## src/rtl/nrle_pkg.sv

```systemverilog
`timescale 1ns / 1ps

package nrle_pkg;

	localparam logic OP_HEADER = 1'b0;
	localparam logic OP_DATA   = 1'b1;

	localparam logic [1:0] KIND_TILE    = 2'd0;
	localparam logic [1:0] KIND_DONE    = 2'd1;
	localparam logic [1:0] KIND_CORRUPT = 2'd2;

	localparam logic [7:0] HEADER_BYTES = 8'd4;
	localparam logic [3:0] REP_BIAS     = 4'd6;

	typedef enum logic [1:0] {
		PH_IDLE,
		PH_CODE,
		PH_LIT,
		PH_REP
	} phase_t;

	typedef enum logic [1:0] {
		ST_IDLE,
		ST_NIB,
		ST_CHECK,
		ST_FLUSH
	} ctl_state_t;

	typedef struct packed {
		logic ready;
		logic load;
		logic nib;
		logic chk;
		logic flush;
	} ctl_cmd_t;

	typedef struct packed {
		phase_t phase;
		logic   load_end;
		logic   nib_emit;
		logic   nib_end;
		logic   nib_check;
		logic   chk_emit;
		logic   chk_end;
		logic   pend_valid;
		logic   out_free;
	} dp_status_t;

endpackage

```

## src/rtl/nrle_item_if.sv

```systemverilog
`timescale 1ns / 1ps

interface nrle_item_if;
	logic       valid;
	logic       ready;
	logic       opcode;
	logic [7:0] row;
	logic [7:0] start_col;
	logic [7:0] end_col;
	logic [7:0] run_bytes;
	logic [7:0] data_byte;

	modport source (
		output valid, opcode, row, start_col, end_col, run_bytes, data_byte,
		input  ready
	);

	modport sink (
		input  valid, opcode, row, start_col, end_col, run_bytes, data_byte,
		output ready
	);
endinterface

```

## src/rtl/nrle_result_if.sv

```systemverilog
`timescale 1ns / 1ps

interface nrle_result_if;
	logic       valid;
	logic       ready;
	logic [1:0] kind;
	logic [7:0] out_row;
	logic [7:0] out_col;
	logic [3:0] tile;
	logic       last;

	modport source (
		output valid, kind, out_row, out_col, tile, last,
		input  ready
	);

	modport sink (
		input  valid, kind, out_row, out_col, tile, last,
		output ready
	);
endinterface

```

## src/rtl/nrle_datapath.sv

```systemverilog
`timescale 1ns / 1ps

module nrle_datapath #(
	parameter int unsigned MAP_WIDTH = 256
) (
	input  logic                 clk,
	input  logic                 arst_n,
	input  nrle_pkg::ctl_cmd_t   cmd,
	input  logic                 opcode,
	input  logic [7:0]           row,
	input  logic [7:0]           start_col,
	input  logic [7:0]           end_col,
	input  logic [7:0]           run_bytes,
	input  logic [7:0]           data_byte,
	input  logic                 res_ready,
	output nrle_pkg::dp_status_t st,
	output logic                 res_valid,
	output logic [1:0]           kind,
	output logic [7:0]           out_row,
	output logic [7:0]           out_col,
	output logic [3:0]           tile,
	output logic                 last
);

	localparam logic [8:0] COL_LIMIT = 9'(MAP_WIDTH);

	nrle_pkg::phase_t phase_q;
	logic [7:0] row_q;
	logic [8:0] col_q;
	logic [7:0] stop_q;
	logic [7:0] bytes_q;
	logic [3:0] lit_q;
	logic [3:0] rep_q;
	logic [7:0] byte_q;
	logic       half_q;

	logic       pend_valid_q;
	logic [1:0] pend_kind_q;
	logic [7:0] pend_col_q;
	logic [3:0] pend_tile_q;

	logic       out_valid_q;
	logic [1:0] out_kind_q;
	logic [7:0] out_row_q;
	logic [7:0] out_col_q;
	logic [3:0] out_tile_q;
	logic       out_last_q;

	logic [3:0] nib;
	logic [8:0] avail;
	logic       code_lit;
	logic       lit_short;
	logic       rep_short;
	logic       overflow;
	logic       at_end;
	logic       out_free;

	logic       hdr_empty;
	logic       hdr_emit;
	logic [1:0] hdr_kind;
	logic       dat_idle;
	logic       dat_emit;
	logic       load_emit;
	logic       load_end;

	logic       nib_emit;
	logic       nib_end;
	logic       nib_check;
	logic [1:0] nib_kind;
	logic       chk_emit;
	logic       chk_end;
	logic [1:0] chk_kind;

	logic       emit;
	logic       move;
	logic [1:0] new_kind;
	logic [7:0] new_col;
	logic [3:0] new_tile;

	assign nib       = half_q ? byte_q[3:0] : byte_q[7:4];
	assign avail     = {bytes_q, 1'b0} + {8'd0, ~half_q};
	assign code_lit  = ~nib[3];
	assign lit_short = ({5'd0, nib} + 9'd1) > avail;
	assign rep_short = (avail == 9'd0);
	assign overflow  = (col_q >= COL_LIMIT);
	assign at_end    = (col_q >= {1'b0, stop_q});
	assign out_free  = ~out_valid_q | res_ready;

	assign hdr_empty = (start_col >= end_col);
	assign hdr_emit  = hdr_empty | (run_bytes <= nrle_pkg::HEADER_BYTES);
	assign hdr_kind  = (hdr_empty && run_bytes == nrle_pkg::HEADER_BYTES) ?
		nrle_pkg::KIND_DONE : nrle_pkg::KIND_CORRUPT;
	assign dat_idle  = (phase_q == nrle_pkg::PH_IDLE);
	assign dat_emit  = ~dat_idle & (bytes_q == 8'd0);
	assign load_emit = (opcode == nrle_pkg::OP_HEADER) ? hdr_emit : dat_emit;
	assign load_end  = (opcode == nrle_pkg::OP_HEADER) | dat_idle | (bytes_q == 8'd0);

	always_comb begin
		nib_emit  = 1'b0;
		nib_end   = 1'b1;
		nib_check = 1'b0;
		nib_kind  = nrle_pkg::KIND_CORRUPT;
		unique case (phase_q)
			nrle_pkg::PH_CODE: begin
				nib_emit = code_lit ? lit_short : rep_short;
				nib_end  = nib_emit | half_q;
			end
			nrle_pkg::PH_LIT: begin
				nib_emit = 1'b1;
				if (!overflow) begin
					nib_kind = nrle_pkg::KIND_TILE;
					if (lit_q == 4'd1) begin
						nib_check = 1'b1;
						nib_end   = 1'b0;
					end else begin
						nib_end = half_q;
					end
				end
			end
			nrle_pkg::PH_REP: begin
				nib_emit = 1'b1;
				if (!overflow) begin
					nib_kind  = nrle_pkg::KIND_TILE;
					nib_end   = 1'b0;
					nib_check = (rep_q == 4'd1);
				end
			end
			default: begin
				nib_emit = 1'b0;
			end
		endcase
	end

	assign chk_emit = at_end | (avail == 9'd0);
	assign chk_end  = chk_emit | half_q;
	assign chk_kind = (at_end && bytes_q == 8'd0) ?
		nrle_pkg::KIND_DONE : nrle_pkg::KIND_CORRUPT;

	assign emit = (cmd.load & load_emit) | (cmd.nib & nib_emit) | (cmd.chk & chk_emit);
	assign move = (emit | cmd.flush) & pend_valid_q;

	always_comb begin
		new_col  = 8'd0;
		new_tile = 4'd0;
		if (cmd.load) begin
			new_kind = (opcode == nrle_pkg::OP_HEADER) ? hdr_kind : nrle_pkg::KIND_CORRUPT;
		end else if (cmd.nib) begin
			new_kind = nib_kind;
			if (nib_kind == nrle_pkg::KIND_TILE) begin
				new_col  = col_q[7:0];
				new_tile = nib;
			end
		end else begin
			new_kind = chk_kind;
		end
	end

	always_ff @(posedge clk or negedge arst_n) begin
		if (!arst_n) begin
			phase_q <= nrle_pkg::PH_IDLE;
			row_q   <= 8'd0;
			col_q   <= 9'd0;
			stop_q  <= 8'd0;
			bytes_q <= 8'd0;
			lit_q   <= 4'd0;
			rep_q   <= 4'd0;
			half_q  <= 1'b0;
		end else if (cmd.load) begin
			if (opcode == nrle_pkg::OP_HEADER) begin
				row_q   <= row;
				col_q   <= {1'b0, start_col};
				stop_q  <= end_col;
				lit_q   <= 4'd0;
				rep_q   <= 4'd0;
				bytes_q <= hdr_emit ? 8'd0 : run_bytes - nrle_pkg::HEADER_BYTES;
				phase_q <= hdr_emit ? nrle_pkg::PH_IDLE : nrle_pkg::PH_CODE;
			end else begin
				half_q <= 1'b0;
				if (!dat_idle) begin
					if (bytes_q == 8'd0) begin
						phase_q <= nrle_pkg::PH_IDLE;
					end else begin
						bytes_q <= bytes_q - 8'd1;
					end
				end
			end
		end else if (cmd.nib) begin
			unique case (phase_q)
				nrle_pkg::PH_CODE: begin
					if (nib_emit) begin
						phase_q <= nrle_pkg::PH_IDLE;
					end else if (code_lit) begin
						lit_q   <= nib + 4'd1;
						phase_q <= nrle_pkg::PH_LIT;
						half_q  <= 1'b1;
					end else begin
						rep_q   <= nib - nrle_pkg::REP_BIAS;
						phase_q <= nrle_pkg::PH_REP;
						half_q  <= 1'b1;
					end
				end
				nrle_pkg::PH_LIT: begin
					if (overflow) begin
						phase_q <= nrle_pkg::PH_IDLE;
					end else begin
						col_q <= col_q + 9'd1;
						lit_q <= lit_q - 4'd1;
						if (lit_q == 4'd1) begin
							phase_q <= nrle_pkg::PH_CODE;
						end else begin
							half_q <= 1'b1;
						end
					end
				end
				nrle_pkg::PH_REP: begin
					if (overflow) begin
						phase_q <= nrle_pkg::PH_IDLE;
					end else begin
						col_q <= col_q + 9'd1;
						rep_q <= rep_q - 4'd1;
						if (rep_q == 4'd1) begin
							phase_q <= nrle_pkg::PH_CODE;
						end
					end
				end
				default: begin
					phase_q <= nrle_pkg::PH_IDLE;
				end
			endcase
		end else if (cmd.chk) begin
			if (chk_emit) begin
				phase_q <= nrle_pkg::PH_IDLE;
			end else begin
				half_q <= 1'b1;
			end
		end
	end

	always_ff @(posedge clk or negedge arst_n) begin
		if (!arst_n) begin
			pend_valid_q <= 1'b0;
			out_valid_q  <= 1'b0;
		end else begin
			if (emit) begin
				pend_valid_q <= 1'b1;
			end else if (cmd.flush) begin
				pend_valid_q <= 1'b0;
			end
			if (move) begin
				out_valid_q <= 1'b1;
			end else if (res_ready) begin
				out_valid_q <= 1'b0;
			end
		end
	end

	always_ff @(posedge clk) begin
		if (cmd.load && opcode == nrle_pkg::OP_DATA) begin
			byte_q <= data_byte;
		end
		if (emit) begin
			pend_kind_q <= new_kind;
			pend_col_q  <= new_col;
			pend_tile_q <= new_tile;
		end
		if (move) begin
			out_kind_q <= pend_kind_q;
			out_row_q  <= row_q;
			out_col_q  <= pend_col_q;
			out_tile_q <= pend_tile_q;
			out_last_q <= cmd.flush;
		end
	end

	assign st.phase      = phase_q;
	assign st.load_end   = load_end;
	assign st.nib_emit   = nib_emit;
	assign st.nib_end    = nib_end;
	assign st.nib_check  = nib_check;
	assign st.chk_emit   = chk_emit;
	assign st.chk_end    = chk_end;
	assign st.pend_valid = pend_valid_q;
	assign st.out_free   = out_free;

	assign res_valid = out_valid_q;
	assign kind      = out_kind_q;
	assign out_row   = out_row_q;
	assign out_col   = out_col_q;
	assign tile      = out_tile_q;
	assign last      = out_last_q;

endmodule

```

## src/rtl/nrle_controller.sv

```systemverilog
`timescale 1ns / 1ps

module nrle_controller (
	input  logic                 clk,
	input  logic                 arst_n,
	input  logic                 in_valid,
	input  nrle_pkg::dp_status_t st,
	output nrle_pkg::ctl_cmd_t   cmd
);

	nrle_pkg::ctl_state_t state_q;
	nrle_pkg::ctl_state_t state_d;
	logic                 pend_ok;

	assign pend_ok = ~st.pend_valid | st.out_free;

	always_ff @(posedge clk or negedge arst_n) begin
		if (!arst_n) begin
			state_q <= nrle_pkg::ST_IDLE;
		end else begin
			state_q <= state_d;
		end
	end

	always_comb begin
		state_d = state_q;
		cmd     = '0;
		unique case (state_q)
			nrle_pkg::ST_IDLE: begin
				cmd.ready = 1'b1;
				if (in_valid) begin
					cmd.load = 1'b1;
					state_d  = st.load_end ? nrle_pkg::ST_FLUSH : nrle_pkg::ST_NIB;
				end
			end
			nrle_pkg::ST_NIB: begin
				if (!st.nib_emit || pend_ok) begin
					cmd.nib = 1'b1;
					if (st.nib_end) begin
						state_d = nrle_pkg::ST_FLUSH;
					end else if (st.nib_check) begin
						state_d = nrle_pkg::ST_CHECK;
					end
				end
			end
			nrle_pkg::ST_CHECK: begin
				if (!st.chk_emit || pend_ok) begin
					cmd.chk = 1'b1;
					state_d = st.chk_end ? nrle_pkg::ST_FLUSH : nrle_pkg::ST_NIB;
				end
			end
			nrle_pkg::ST_FLUSH: begin
				if (pend_ok) begin
					cmd.flush = 1'b1;
					state_d   = nrle_pkg::ST_IDLE;
				end
			end
			default: begin
				state_d = nrle_pkg::ST_IDLE;
			end
		endcase
	end

endmodule

```

## src/rtl/nibble_rle_row_decoder.sv

```systemverilog
`timescale 1ns / 1ps

// Decodes one row segment of a nibble run-length tile map.
// The item channel takes a header transfer (row, start and end column, run length in
// bytes including the 4-byte header) and then payload byte transfers, high nibble first.
// The result channel gives one transfer per tile write, and a final status transfer
// (clean completion or corruption) when the run ends; last marks the final result
// caused by each item.
// One item is handled at a time. A header is loaded and then its result is released;
// its status result passes through the holding register and then the output register
// before it is offered. A data byte is loaded, then steps through its tile writes, its
// code nibbles and its end checks after a group, and a final step releases its final
// result. The rate is set by the single tile-write path of the datapath, which emits
// one result per cycle unless the receiver stalls with both result registers full.
// Results pass through a holding register and an output register, so a new item is
// accepted while the previous item's final result still waits at the output.
// When the receiver stalls, decoding pauses as soon as both registers are full.
// Reset clears the run state to idle and empties both result registers.

module nibble_rle_row_decoder #(
	parameter int unsigned MAP_WIDTH = 256
) (
	input logic          clk,
	input logic          arst_n,
	nrle_item_if.sink    item,
	nrle_result_if.source result
);

	nrle_pkg::ctl_cmd_t   cmd;
	nrle_pkg::dp_status_t st;

	nrle_controller u_ctl (
		.clk      (clk),
		.arst_n   (arst_n),
		.in_valid (item.valid),
		.st       (st),
		.cmd      (cmd)
	);

	nrle_datapath #(
		.MAP_WIDTH (MAP_WIDTH)
	) u_dp (
		.clk       (clk),
		.arst_n    (arst_n),
		.cmd       (cmd),
		.opcode    (item.opcode),
		.row       (item.row),
		.start_col (item.start_col),
		.end_col   (item.end_col),
		.run_bytes (item.run_bytes),
		.data_byte (item.data_byte),
		.res_ready (result.ready),
		.st        (st),
		.res_valid (result.valid),
		.kind      (result.kind),
		.out_row   (result.out_row),
		.out_col   (result.out_col),
		.tile      (result.tile),
		.last      (result.last)
	);

	assign item.ready = cmd.ready;

`ifndef SYNTHESIS
	a_idle_holds_nothing: assert property (@(posedge clk) disable iff (!arst_n)
		cmd.ready |-> !st.pend_valid)
		else $error("Holding register occupied while waiting for an item.");

	a_step_needs_run: assert property (@(posedge clk) disable iff (!arst_n)
		cmd.nib |-> st.phase != nrle_pkg::PH_IDLE)
		else $error("Nibble step issued with no open run.");

	a_status_is_last: assert property (@(posedge clk) disable iff (!arst_n)
		(result.valid && result.kind != nrle_pkg::KIND_TILE) |-> result.last)
		else $error("Status result not marked as the final result of its item.");
`endif

endmodule
```

## src/flat_wrapper.sv

```systemverilog
// flat-port wrapper written by rule: the top's interface ports become plain ports
module nibble_rle_row_decoder_flat 
#(
	parameter int unsigned MAP_WIDTH = 256
)
  (clk, arst_n, item_valid, item_opcode, item_row, item_start_col, item_end_col, item_run_bytes, item_data_byte, item_ready, result_valid, result_kind, result_out_row, result_out_col, result_tile, result_last, result_ready);
  nrle_item_if item_i ();
  nrle_result_if result_i ();
  input logic clk;
  input logic arst_n;
  input wire logic [$bits(item_i.valid)-1:0] item_valid;
  input wire logic [$bits(item_i.opcode)-1:0] item_opcode;
  input wire logic [$bits(item_i.row)-1:0] item_row;
  input wire logic [$bits(item_i.start_col)-1:0] item_start_col;
  input wire logic [$bits(item_i.end_col)-1:0] item_end_col;
  input wire logic [$bits(item_i.run_bytes)-1:0] item_run_bytes;
  input wire logic [$bits(item_i.data_byte)-1:0] item_data_byte;
  output wire logic [$bits(item_i.ready)-1:0] item_ready;
  output wire logic [$bits(result_i.valid)-1:0] result_valid;
  output wire logic [$bits(result_i.kind)-1:0] result_kind;
  output wire logic [$bits(result_i.out_row)-1:0] result_out_row;
  output wire logic [$bits(result_i.out_col)-1:0] result_out_col;
  output wire logic [$bits(result_i.tile)-1:0] result_tile;
  output wire logic [$bits(result_i.last)-1:0] result_last;
  input wire logic [$bits(result_i.ready)-1:0] result_ready;
  assign item_i.valid = item_valid;
  assign item_i.opcode = item_opcode;
  assign item_i.row = item_row;
  assign item_i.start_col = item_start_col;
  assign item_i.end_col = item_end_col;
  assign item_i.run_bytes = item_run_bytes;
  assign item_i.data_byte = item_data_byte;
  assign item_ready = item_i.ready;
  assign result_valid = result_i.valid;
  assign result_kind = result_i.kind;
  assign result_out_row = result_i.out_row;
  assign result_out_col = result_i.out_col;
  assign result_tile = result_i.tile;
  assign result_last = result_i.last;
  assign result_i.ready = result_ready;
  nibble_rle_row_decoder #(.MAP_WIDTH(MAP_WIDTH)) u_core (.clk(clk), .arst_n(arst_n), .item(item_i), .result(result_i));
endmodule
```

## config.mk

```make
export PLATFORM = sky130hd
export DESIGN_NAME = nibble_rle_row_decoder_flat
export DESIGN_NICKNAME = d
export VERILOG_FILES = /design/src/rtl/nrle_pkg.sv /design/src/rtl/nrle_item_if.sv /design/src/rtl/nrle_result_if.sv /design/src/rtl/nrle_datapath.sv /design/src/rtl/nrle_controller.sv /design/src/rtl/nibble_rle_row_decoder.sv /design/src/flat_wrapper.sv
export SDC_FILE = /design/constraint.sdc
export NUM_CORES = 1
export LEC_CHECK = 0
export BUFFER_PORTS_ARGS = -buffer_cell sky130_fd_sc_hd__buf_2
export CAP_MARGIN = 25
export CORE_MARGIN = 2
export CORE_UTILIZATION = 45
export DETAILED_ROUTE_END_ITERATION = 10
export PLACE_DENSITY = 0.73
export REMOVE_ABC_BUFFERS = 1
export SYNTH_ARGS = -nofsm -noshare
export SYNTH_HDL_FRONTEND = slang
export SYNTH_HIERARCHICAL = 1
export SYNTH_SLANG_ARGS = --single-unit
```

## constraint.sdc

```tcl
create_clock -name clk -period 4.3 [get_ports clk]
set_clock_uncertainty 0.2 [all_clocks]
set_input_delay 0.86 -clock clk [delete_from_list [all_inputs] [get_ports clk]]
set_output_delay 0.86 -clock clk [all_outputs]
set_load 0.1 [all_outputs]
```

==> impl_metrics.toml <==
[worst_setup_path]
worstPathRequired_ps = 4320
critPathTopFamily = "simple AND/OR/NAND/NOR gates"
cp-start-kind = "register"
worst-path-buf-inv = 3
critPathArrivalTime_ps = 4110
critPathSlowestCell = "dfrtp_2"
critical-path-max-stage-delay_ps = 470
critPathKind = "reg2reg"
endpoint_kind = "register"
cp_max_fo = 17
path_cells = "and2_1 > nor2_1 > inv_1 > ha_1 > xnor2_2 > ha_1 > a21oi_1 > o21ai_0 > a221oi_1 > buf_4 > o21ai_4 > and3b_1 > nor2_2 > nand2_2 > or3_1 > buf_4 > o21ai_0 > a221oi_1"

[final_layout]
nFillCells = 1008
area.growth.synth_to_final_pct = 16.1
nets = 660
drive_above_1_share = 0.217
antenna_cells = 0

[global_route]
grt_overflow = 0
antenna_found_initial = 0
grt_first_pass_wirelength_microns = 19200
first_global_vias = 3995
grt_use_total = 0.191
grt_start_max_net_pins = 34

[sta]
slew_headroom = 0.508
worst_pin_slew_ps = 730
fmax_mhz = 245
slew_viol_final = 0
fin_crit_sh = 0.950
hold_viol_final = 0
fin_crit_ps = 4080
finalSetupTns_ps = 0
setup_viol = 0

[pwr]
pwr-share-comb = 0.435
p_int_mw = 2.27
p_leak_nw = 2.62
p_per_area_nw_per_um2 = 673
ir_drop_v = 0.000447
p_switching_mw = 1.76
power_mw = 4.03
p_clk_frac = 0.193
seq_power_share = 0.372
p_sw_frac = 0.436

[floorplanning]
die_h_microns = 111
std_cell_rows = 39
core-area_sq_um = 11300
initial_core_util = 0.455
die_area_sq_um = 12300
io_pins = 70
dieWidth_microns = 111

[clock_tree]
cts_setup_buffers = 0
cts_resized = 0
cts_sinks = 93
htreeDepth = 3
holdBufCountCts = 0
cts_root_buf = "clkbuf_16"
clk_path_buf_depth = 2
numCtsBuffers = 9
path_clk_slew_ps = 70
worstSkewPairLatency_ps = 350
cts_tree = "yes"

[synthesis]
synth_edf_count = 45
yosys_warnings = 6
synth_cell_types = 74
ys_seq_area_frac = 0.495
synthTopCellsByArea = "edfxtp_1 (26%), dfrtp_1 (23%), ha_1 (8.5%), nand2_1 (5.2%), o21ai_0 (4.1%)"
synthCells = 509
synthArstFlopShare = 0.516
synth.cells.most_frequent = "nand2_1 (71), dfrtp_1 (48), edfxtp_1 (45)"
yosys_most_used_dff = "dfrtp_1"
ys_seq_elements = 93
synth_top_area_cell = "edfxtp_1"
synth_area_sq_um = 5150
synth_area_per_cell_sq_um = 10.1
synth_top_cell_area_share = 0.262
yosysMostFrequentCell = "nand2_1"

[worst_hold_path]
hp-class = "in2async"

[drt]
routed.top_layer = "met4"
wl_met3_microns = 594
dr.pass1.iters = 5
drtAntennaViolNets = 0
vias = 4002
met2_length_microns = 5300
drc = 0
drt_iter0_markers = 321
wl_per_cell_microns = 15.5
drt_wl_total_microns = 11300
drt-vias-per-instance = 5.50
wl_met1_microns = 5230

[job]
maxCapViolCount = 0

[placed_design]
dp.final_hpwl_microns = 8410
io_buffers = 69
place_congestion = 0.903

[run_status]
status = "finished, final reports clean"
==> cell families (layout without fill, tap and decap cells) <==
family / Yosys count / after routing / synth area share
compound gates: 117 / 117 / 0.154
xor+xnor: 8 / 8 / 0.0136
fa+ha+maj: 35 / 35 / 0.0850
buf+inv: 64 / 140 / 0.0556
flops: 93 / 93 / 0.495
mux: 6 / 6 / 0.0148
simple gates: 186 / 186 / 0.182
==> final timing paths <==
kind	cells past startpoint	start	endpoint	slack (ps)
setup reg to reg	18	u_core/u_dp/half_q	u_core/u_dp/col_q[2]	220
max in group asynchronous	2	arst_n	u_core/u_dp/col_q[6]	3170
setup / recovery	18	u_core/u_dp/half_q	u_core/u_dp/col_q[2]	220
hold / removal	1	arst_n	u_core/u_dp/bytes_q[1]	220
hold reg to reg	0	u_core/u_dp/pend_col_q[6]	u_core/u_dp/out_col[6]	220
min in group clk	0	u_core/u_dp/pend_col_q[6]	u_core/u_dp/out_col[6]	220
==> power by group through the flow <==
| stage | Clock, mW | Combinational (mW) | Sequential (mW) |
|---|---|---|---|
| final | 0.779 | 1.75 | 1.50 |
| after detailed placement | 0 | 1.73 | 1.51 |
| after global routing | 0.828 | 1.92 | 1.54 |
| after floorplan | 0 | 0.932 | 1.84 |
| after global placement | 0 | 1.68 | 1.49 |
| after CTS | 0.791 | 1.74 | 1.49 |
==> layer usage <==
| metal | vias to the layer above | global-route usage |
|---|---|---|
| met3 | 12 | 0.0317 |
| met5 | - | 0 |
| met1 | 1895 | 0.266 |
| met2 | 142 | 0.300 |
| li1 | 1953 | - |
| met4 | 0 | 0.0757 |
==> stage by stage <==
step	util	hold WS [ps]	cell area, sq um	setup slack [ps]	std cells
finish	0.529	216	5990	216	728
global route	0.529	229	5990	-32.4	728
CTS	0.527	221	5960	41.6	728
detailed placement	0.501	205	5670	59.9	712
global placement	0.499	201	5650	335	711
floorplan	-	200	5010	-195	484
==> state kept, by name, indices dropped and copies added, names as in the netlist <==
register and count:
u_core/u_dp/stop_q 8, u_core/u_dp/out_row 8, u_core/u_dp/row_q 8, u_core/u_dp/phase_q 2
u_core/u_dp/lit_q 4, u_core/u_dp/pend_col_q 8, u_core/u_dp/kind 2, u_core/u_dp/pend_valid_q 1
u_core/u_dp/res_valid 1, u_core/u_dp/tile 4, u_core/u_dp/pend_kind_q 2, u_core/u_dp/out_col 8
u_core/u_dp/pend_tile_q 4, u_core/u_dp/half_q 1, u_core/u_dp/last 1, u_core/u_dp/bytes_q 8
u_core/u_dp/byte_q 8, u_core/u_dp/col_q 9, u_core/u_ctl/state_q 2, u_core/u_dp/rep_q 4
==> final cells by class <==
type,instances,area (sq um),share of cell area
sequential,93,2550,0.427
multi-input combinational,352,2340,0.391
timing repair buffer,85,478,0.0798
clock buffer,9,225,0.0376
tap,143,179,0.0299
inverter,39,146,0.0245
clock inverter,7,62.6,0.0105
==> placed cells by master, fill, tap and decap left out, drive strengths merged, types with 9 or more instances in the layout <==
cell | synthesis | final
o21ai | 45 | 45
edfxtp | 45 | 45
nor2 | 38 | 38
nand3 | 10 | 10
inv | 38 | 43
clkbuf | 11 | 9
dfrtp | 48 | 48
a21oi | 18 | 18
buf | 14 | 85
ha | 35 | 35
and2 | 10 | 10
nand2 | 71 | 71
(Power assumes the default switching activity.)
